--- src/isg_ram.sv ---
// ----------------------------------------------------------------------------
// isg_ram
// generic single-write single-read ram with registered read data
// ----------------------------------------------------------------------------
module isg_ram #(
    parameter int WIDTH = 8,
    parameter int DEPTH = 64
) (
    input  logic                     i_clk,
    input  logic                     i_we,
    input  logic [$clog2(DEPTH)-1:0] i_waddr,
    input  logic [WIDTH-1:0]         i_wdata,
    input  logic [$clog2(DEPTH)-1:0] i_raddr,
    output logic [WIDTH-1:0]         o_rdata
);

    logic [WIDTH-1:0] r_mem [DEPTH];
    logic [WIDTH-1:0] r_rdata;

    always_ff @(posedge i_clk) begin
        if (i_we) begin
            r_mem[i_waddr] <= i_wdata;
        end
        r_rdata <= r_mem[i_raddr];
    end

    assign o_rdata = r_rdata;

endmodule

--- config.mk ---
export PLATFORM = sky130hd
export DESIGN_NAME = isg_ram
export DESIGN_NICKNAME = d
export VERILOG_FILES = /design/src/isg_ram.sv
export SDC_FILE = /design/constraint.sdc
export NUM_CORES = 1
export LEC_CHECK = 0
export BUFFER_PORTS_ARGS = -buffer_cell sky130_fd_sc_hd__buf_2
export CAP_MARGIN = 20
export CORE_MARGIN = 5
export CORE_UTILIZATION = 52
export CTS_CLUSTER_SIZE = 14
export DETAILED_ROUTE_END_ITERATION = 12
export PLACE_DENSITY = 0.72
export SLEW_MARGIN = 20
export SYNTH_ARGS = -nofsm -noshare
export SYNTH_HDL_FRONTEND = slang
export SYNTH_SLANG_ARGS = --single-unit
--- constraint.sdc ---
create_clock -name i_clk -period 2.1 [get_ports i_clk]
set_input_delay 0.21 -clock i_clk [delete_from_list [all_inputs] [get_ports i_clk]]
set_output_delay 0.21 -clock i_clk [all_outputs]
set_load 0.01 [all_outputs]
==> run summary <==
worst r2r src = r_mem[15][2]
Final Total Pwr = 22.0 mW
Hold Path Origin = i_raddr[5]
Synth Instances = 940
Clk Tree Root Cell = clkbuf_16
CTS resizes = 0
period utilization = 97.9%
crit path from = r_mem[15][2]
final hold violation count = 0
H-Tree Depth = 2
vias in the first global route = 10400
All-Layer GR Usage = 21.5%
Routed Antenna Nets = 0
Arr. time, crit path = 2500 ps
final hold slack = 84.4 ps
crit path capture type = flip-flop
# DRC = 0
VDD IR max = 0.754 mV
Layout Area Growth over Synthesis = 17.5%
Post-synth EDFFs = 512
nets = 1143
Hold Path Cell Cnt = 3
Total Wirelength = 44500 um
Yosys reg bits = 520
leakage dissipation = 7.75 nW
worst-skew pair later-pin latency = 580 ps
Slew @ Worst Pin = 798 ps
min cycle time layout = 2060 ps
area of the multi-input gates = 4320 um^2
Syn. warnings = 0
power density cells = 928 nW/um^2
std cell rows = 72
CP required = 2550 ps
Yosys top cell area share = 76.2%
sequential share of the synthesized area = 77.0%
Initial Util = 52.4%
dpl ws = -233 ps
die width = 207 um
Die H = 207 um
Post-synth top cells = edfxtp_1, mux4_2, nor2_1
synth unique cells = 40
CTS tree = built
largest net degree at the start of global routing = 43
worst-path cell chain = mux4_2 > mux4_2 > nor2_1 > nor3_1 > o2bb2ai_1
Final setup viols = 0
Routed WL per cell = 26.5 um
Max-slew headroom = 46.8%
fin. max-slew vios = 0
Die ar. = 42800 um^2
status = completed
Max Root-Sink Buffers = 3
# IOs = 30
layout cell share with drive strength beyond 1 = 34.2%
Worst Setup Start Kind = flip-flop
core box area = 38500 um^2
clk sinks = 520
I/O Buffers = 29
max_cap viols = 0
register area = 15500 um^2
RSZ-0062 raised after global routing = no
clock skew = 11.1 ps
crit-path max FO = 1
clk slew on worst S/H paths = 60 ps
first-pass GRT wire length = 66800 um
fin worst setup slack = 43.6 ps
initial antenna violation count = 2
worst hold path class = in -> reg
Reg2Reg Depth = 5
Vias/cell = 5.99
asr flop ratio synth = 0%
synthesized cell area = 20200 um^2
HPWL after detailed placement = 28900 um
DRT Pass-1 Iters = 5
Crit path largest cell delay = 530 ps
routability cong. = 0.851
DP Area = 22000 um^2
critical path class = reg -> reg
most instantiated library cell after synthesis = edfxtp_1
Setup TNS = 0 ps
Post-Syn Nets = 962
CP most frequent cell = mux4_2
Mean Syn Cell Area = 21.5 um^2
fin area = 23700 um^2
total gr overflow = 0
cts bufs inserted = 51
top_reg_cell synth = edfxtp_1
# diodes = 0
Starting DRT DRC Count = 1123
post-synth top area cell = edfxtp_1
Critical Path Slowest Stage Cell = mux4_2
vias post-DR = 10100
Layout fillers = 2596
highest clock rate = 486 MHz
largest cells by area after synthesis = edfxtp_1, mux4_2, nor2_1
## path summary, 6_finish.rpt
kind,end,slack (ps)
worst min register to register,o_rdata[7],850
worst max register to register,o_rdata[2],40
worst min-delay path,o_rdata[0],80
worst max-delay path,o_rdata[2],40
## layout by cell type (no fill, tap or decap), drive strengths merged, types with 3 or more instances in the layout
cell / n
o22ai: 8
mux4: 126
nor2b: 14
nand3: 13
o2111ai: 3
nand2: 19
mux2i: 23
nand2b: 7
dfxtp: 8
buf: 177
o2bb2ai: 3
o21ai: 4
o221ai: 8
a221oi: 6
mux2: 13
bufinv: 8
clkinv: 28
a21oi: 3
a211oi: 4
nor3: 7
nor2: 83
clkinvlp: 3
nand3b: 3
clkbuf: 57
a22oi: 3
edfxtp: 512
## cell families (layout without fill, tap and decap cells)
group | after synthesis | in the layout | synth area share, %
flops | 520 | 520 | 77.0
buf+inv | 51 | 274 | 1.57
compound gates | 54 | 54 | 2.07
simple gates | 153 | 153 | 3.39
mux | 162 | 162 | 15.9
## final cells by class
cell class	instances	share of cell area, %
multi-input combinational	369	18.2
sequential	520	65.6
clock buffer	56	5.65
clock inverter	39	1.65
tap	518	2.74
timing repair buffer	179	6.17
## critical path: cells and delay by family, from the launching register on
kind | cells | cell delay [ps]
flops | 1 | 380
mux | 2 | 1030
simple gates | 2 | 330
compound gates | 1 | 180
## through the flow
stage	utilization [%]	cells
after global placement	57.1	1585
after global routing	61.6	1681
after floorplan	-	940
after CTS	61.6	1681
after detailed placement	57.1	1585
final	61.6	1681
## where the power goes
group / internal [mW] / switching (mW)
sequential: 11.5 / 0.0342
combinational: 0.499 / 0.667
clock: 5.56 / 3.75
## sequential cells by signal, summed over array words and instances, names as in the netlist
name     flops
r_mem      512
o_rdata      8
## what timing repair did
action                    4_1_cts  5_1_grt
buffers inserted                0        0
hold endpoints to repair        8        0
hold buffers                    1        0
## routing by layer
metal  routed length [um]  vias up  track usage [%]
met1                18300     5233             31.2
met2                21400      454             33.7
met3                 3430       85             4.45
met4                 1330        4             6.54
met5                   18        -                0
li1                     -     4286                -
No activity file was read; power rests on OpenSTA's default activity.
