[config.mk]
export PLATFORM = sky130hd
export DESIGN_NAME = isg_site_map
export DESIGN_NICKNAME = d
export VERILOG_FILES = /design/src/isg_pkg.sv /design/src/isg_site_map.sv
export SDC_FILE = /design/constraint.sdc
export NUM_CORES = 1
export LEC_CHECK = 0
export BUFFER_PORTS_ARGS = -buffer_cell sky130_fd_sc_hd__buf_4
export CORE_ASPECT_RATIO = 0.6
export CORE_MARGIN = 2
export CORE_UTILIZATION = 46
export CTS_CLUSTER_SIZE = 10
export DETAILED_ROUTE_END_ITERATION = 6
export PLACE_DENSITY = 0.81
export SLEW_MARGIN = 20
export SYNTH_ARGS = -nofsm -noshare
export SYNTH_HDL_FRONTEND = slang
export SYNTH_SLANG_ARGS = --single-unit
export TNS_END_PERCENT = 100
[constraint.sdc]
create_clock -name i_clk -period 2.8 [get_ports i_clk]
set_clock_uncertainty 0.05 [all_clocks]
set_input_delay 0.56 -clock i_clk [delete_from_list [all_inputs] [get_ports i_clk]]
set_output_delay 0.56 -clock i_clk [all_outputs]
set_load 0.02 [all_outputs]
[src/isg_pkg.sv]
// ----------------------------------------------------------------------------
// isg_pkg
// shared widths and codes for the ising metropolis spin update block
// ----------------------------------------------------------------------------
package isg_pkg;

    localparam int SITE_W = 12;   // row-major site index
    localparam int RAND_W = 14;   // random value for acceptance test
    localparam int THR_W  = 14;   // acceptance thresholds, units of 1/10000
    localparam int MAG_W  = 14;   // running magnetization, two's complement
    localparam int CHG_W  = 3;    // magnetization change, -2 / 0 / +2
    localparam int CFG_AW = 1;    // configuration register index
    localparam int CFG_DW = 14;   // configuration write data

    // request kinds
    localparam logic KIND_LOAD   = 1'b0;
    localparam logic KIND_UPDATE = 1'b1;

    // configuration register indexes
    localparam logic [CFG_AW-1:0] CFG_THR_FOUR  = 1'b0;
    localparam logic [CFG_AW-1:0] CFG_THR_EIGHT = 1'b1;

endpackage

[src/isg_site_map.sv]
// ----------------------------------------------------------------------------
// isg_site_map
// splits a row-major site index into row and column, plus wrapped neighbours
// ----------------------------------------------------------------------------
module isg_site_map #(
    parameter int SIDE = 64
) (
    input  logic                        i_clk,
    input  logic                        i_load,
    input  logic [isg_pkg::SITE_W-1:0]  i_site,
    output logic [$clog2(SIDE)-1:0]     o_row_now,
    output logic [$clog2(SIDE)-1:0]     o_row,
    output logic [$clog2(SIDE)-1:0]     o_up,
    output logic [$clog2(SIDE)-1:0]     o_down,
    output logic [$clog2(SIDE)-1:0]     o_col,
    output logic [$clog2(SIDE)-1:0]     o_left,
    output logic [$clog2(SIDE)-1:0]     o_right
);

    import isg_pkg::*;

    localparam int RW   = $clog2(SIDE);
    // reciprocal shift, exact quotient for every 12-bit site
    localparam int K    = SITE_W + RW + 1;
    localparam int MULT = ((2 ** K) + SIDE - 1) / SIDE;
    localparam int PW   = SITE_W + K;
    localparam int QW   = SITE_W + RW;

    localparam logic [RW-1:0] LAST = RW'(SIDE - 1);

    logic [SITE_W-1:0] r_site;
    logic [PW-1:0]     r_prod;
    logic [RW-1:0]     q;
    logic [QW-1:0]     q_times_side;
    logic [QW-1:0]     rem_full;
    logic [RW-1:0]     col;

    logic [RW-1:0] r_row, r_up, r_down, r_col, r_left, r_right;

    // stage 1: multiply by reciprocal
    always_ff @(posedge i_clk) begin
        if (i_load) begin
            r_site <= i_site;
            r_prod <= PW'(i_site) * PW'(MULT);
        end
    end

    // stage 2: remainder and wrap-around neighbours
    always_comb begin
        q            = r_prod[K +: RW];
        q_times_side = QW'(q) * QW'(SIDE);
        rem_full     = QW'(r_site) - q_times_side;
        col          = rem_full[RW-1:0];
    end

    always_ff @(posedge i_clk) begin
        r_row   <= q;
        r_col   <= col;
        r_up    <= (q == '0)     ? LAST : q - 1'b1;
        r_down  <= (q == LAST)   ? '0   : q + 1'b1;
        r_left  <= (col == '0)   ? LAST : col - 1'b1;
        r_right <= (col == LAST) ? '0   : col + 1'b1;
    end

    assign o_row_now = q;
    assign o_row     = r_row;
    assign o_up      = r_up;
    assign o_down    = r_down;
    assign o_col     = r_col;
    assign o_left    = r_left;
    assign o_right   = r_right;

endmodule

==> metrics.cfg <==
[status]
status=finished, final reports clean

[timing]
grt_setup_unrepaired=no
fin_crit_ns=1.75
max_freq_mhz=572
slew_headroom_pct=69.6
fin_tns_setup_ns=0
slew_violations=0
worst_pin_slew_ns=0.456
fin_crit_sh_pct=62.4
finalSetupViolCount=0
hold_ws_ns=0.404
final_hold_viol_count=0

[grt]
antenna_found_initial=0
grt-ovfl-total=0
grt_pass1_wl_um=4080
grtUsageTotal_pct=13.5
grt_max_degree=14
grt_pass1_vias=888

[setup_path]
slowest_delay_ns=0.63
worst-path-buf-inv=1
cp_top_family=flip-flops
cp.depth=1
timing.rr.end=o_left[5]$_SDFF_PN1_
reg2regPathDepth=5
crit_fanout=10
worstPathArrival_ns=1.14
cp-end-kind=output port
reg2reg_from=r_prod[13]$_DFFE_PP_
rrSetupSlack_ns=1.30
cp_cell_sequence=buf_4
required_ns=2.19
crit_type=reg2out
start_kind=register
cp_slowest_cell=edfxtp_1

[floorplan]
ios=56
die_w_um=80.7
initial_core_util_pct=48.9
die_area_mm2=0.00404
die_h_um=50.0
num_rows=16
coreArea_mm2=0.00332

[synth]
post-synth-top-count-cell=dfxtp_1
synth_top_area_cell=dfxtp_1
async_flop_share_pct=0
syn_area_mm2=0.00162
ys_ff_latch=48
synth_edf_count=12
post_synth.cell_area_avg_um2=13.1
synthFlopType=dfxtp_1
ys_top_cells_by_count=dfxtp_1 (36), edfxtp_1 (12), nand2_1 (11)
syn_inst=124
synth_area_leaders=dfxtp_1 (44%), edfxtp_1 (22%), buf_4 (4.2%)
ys_warn_count=0
synth_nets=143
synth_top_cell_area_share_pct=44.4
yosysSeqAreaShare_pct=66.6
synth_cell_type_count=26

[worst_hold_path]
hold_path_class=in2reg
hold_path_depth=1
hp-start=i_site[5]
hold_end=r_prod[18]$_DFFE_PP_

[detailed_routing]
wirelength_um=2640
drtIter0Drc=15
drt-vias-per-instance=4.57
wl_per_cell_um=11.9
dr.pass1.iters=4
via_count=1014
drc_errors=0
ant_nets=0

[power_and_ir_drop]
p_per_area_mw_per_mm2=713
vdd_drop_max_uv=463
p_leak_nw=0.928

[final_layout]
post_layout_nonfiller_instances=222
register_area_mm2=0.00108
multi_input_area_um2=449
fillers=274
antennaDiodeCount=0
layout.nets=195
syn_to_final_growth_pct=29.6
final_util_pct=63.3
fin_area_mm2=0.00210
drive_above_1_share_pct=39.5

[placed_design]
place.gp.congestion=0.797
dp_cells=214
dp_hpwl_um=2080
io_buffers=55
placed_cell_area_mm2=0.00201

[clocking]
ctsResizeCount=0
htree_levels=2
cts_made_buffers=5
clock_latency_ns=0.27
ctsLongestPathBuffers=2
clkSlewWorstSetupHoldPaths_ns=0.07
cts_tree=done
cts_num_sinks=48
cts_setup_buffers=0
root_buffer=clkbuf_8
holdBufCountCts=0

[flow_run]
maxCapViolCount=0

[report_power, final]
group          internal (mW)  switching [mW]
clock                  0.201           0.190
sequential             0.785          0.0537
combinational          0.126           0.144
[logic make-up after synthesis]
logic type,synth area share [%]
flops,66.6
simple gates,11.9
buf+inv,5.78
compound gates,5.39
xor+xnor,6.47
fa+ha+maj,3.85
[area by class of cell]
class / instances / area share, %
timing repair buffer: 55 / 19.6
clock buffer: 8 / 4.28
multi-input combinational: 62 / 21.3
tap: 45 / 2.68
sequential: 48 / 51.4
inverter: 4 / 0.713
[placed cells by master (no fill, tap or decap), types with 2 or more instances in the layout]
master    Yosys  routed
buf_4         9      55
dfxtp_1      36      36
edfxtp_1     12      12
nand2_1      11      11
xnor2_1       7       7
nor2_1        7       7
clkbuf_8      0       6
nand3_1       5       5
xor2_1        5       5
ha_1          5       5
a21oi_1       4       4
inv_1         2       2
inv_2         2       2
nor3_4        2       2
nor2b_1       2       2
o21bai_1      2       2
a41oi_1       2       2
o21ai_1       2       2
clkbuf_1      0       2
[worst max path at each step]
stage	start	endpoint	slack (ns)
6_report	r_prod[21]$_DFFE_PP_	o_row_now[2]	1.05
3_5_place_dp	r_prod[13]$_DFFE_PP_	o_left[5]$_SDFF_PN1_	1.33
3_3_place_gp	r_prod[21]$_DFFE_PP_	o_row_now[2]	1.38
2_1_floorplan	r_prod[13]$_DFFE_PP_	o_left[5]$_SDFF_PN1_	1.50
5_1_grt	r_prod[21]$_DFFE_PP_	o_row_now[2]	0.99
4_1_cts	r_prod[21]$_DFFE_PP_	o_row_now[2]	1.04
[through the flow]
stage	setup WS, ns	power (mW)
2_1_floorplan	1.50	1.01
4_1_cts	1.04	1.52
3_3_place_gp	1.38	1.12
5_1_grt	0.985	1.57
3_5_place_dp	1.33	1.13
6_report	1.05	1.50
[state kept, by name, indices dropped and copies added, names as in the netlist]
register and flops:
o_col 6, o_down 6, o_row 6, r_prod 12, o_up 6, o_right 6
o_left 6
[layer usage]
| metal | GRT usage, % | share of wire [%] |
|---|---|---|
| met5 | 0 | 0 |
| met4 | 4.24 | 0.72 |
| met3 | 4.40 | 6.3 |
| met2 | 18.8 | 42 |
| met1 | 19.8 | 51 |
Power figures use the tool's default switching activity.
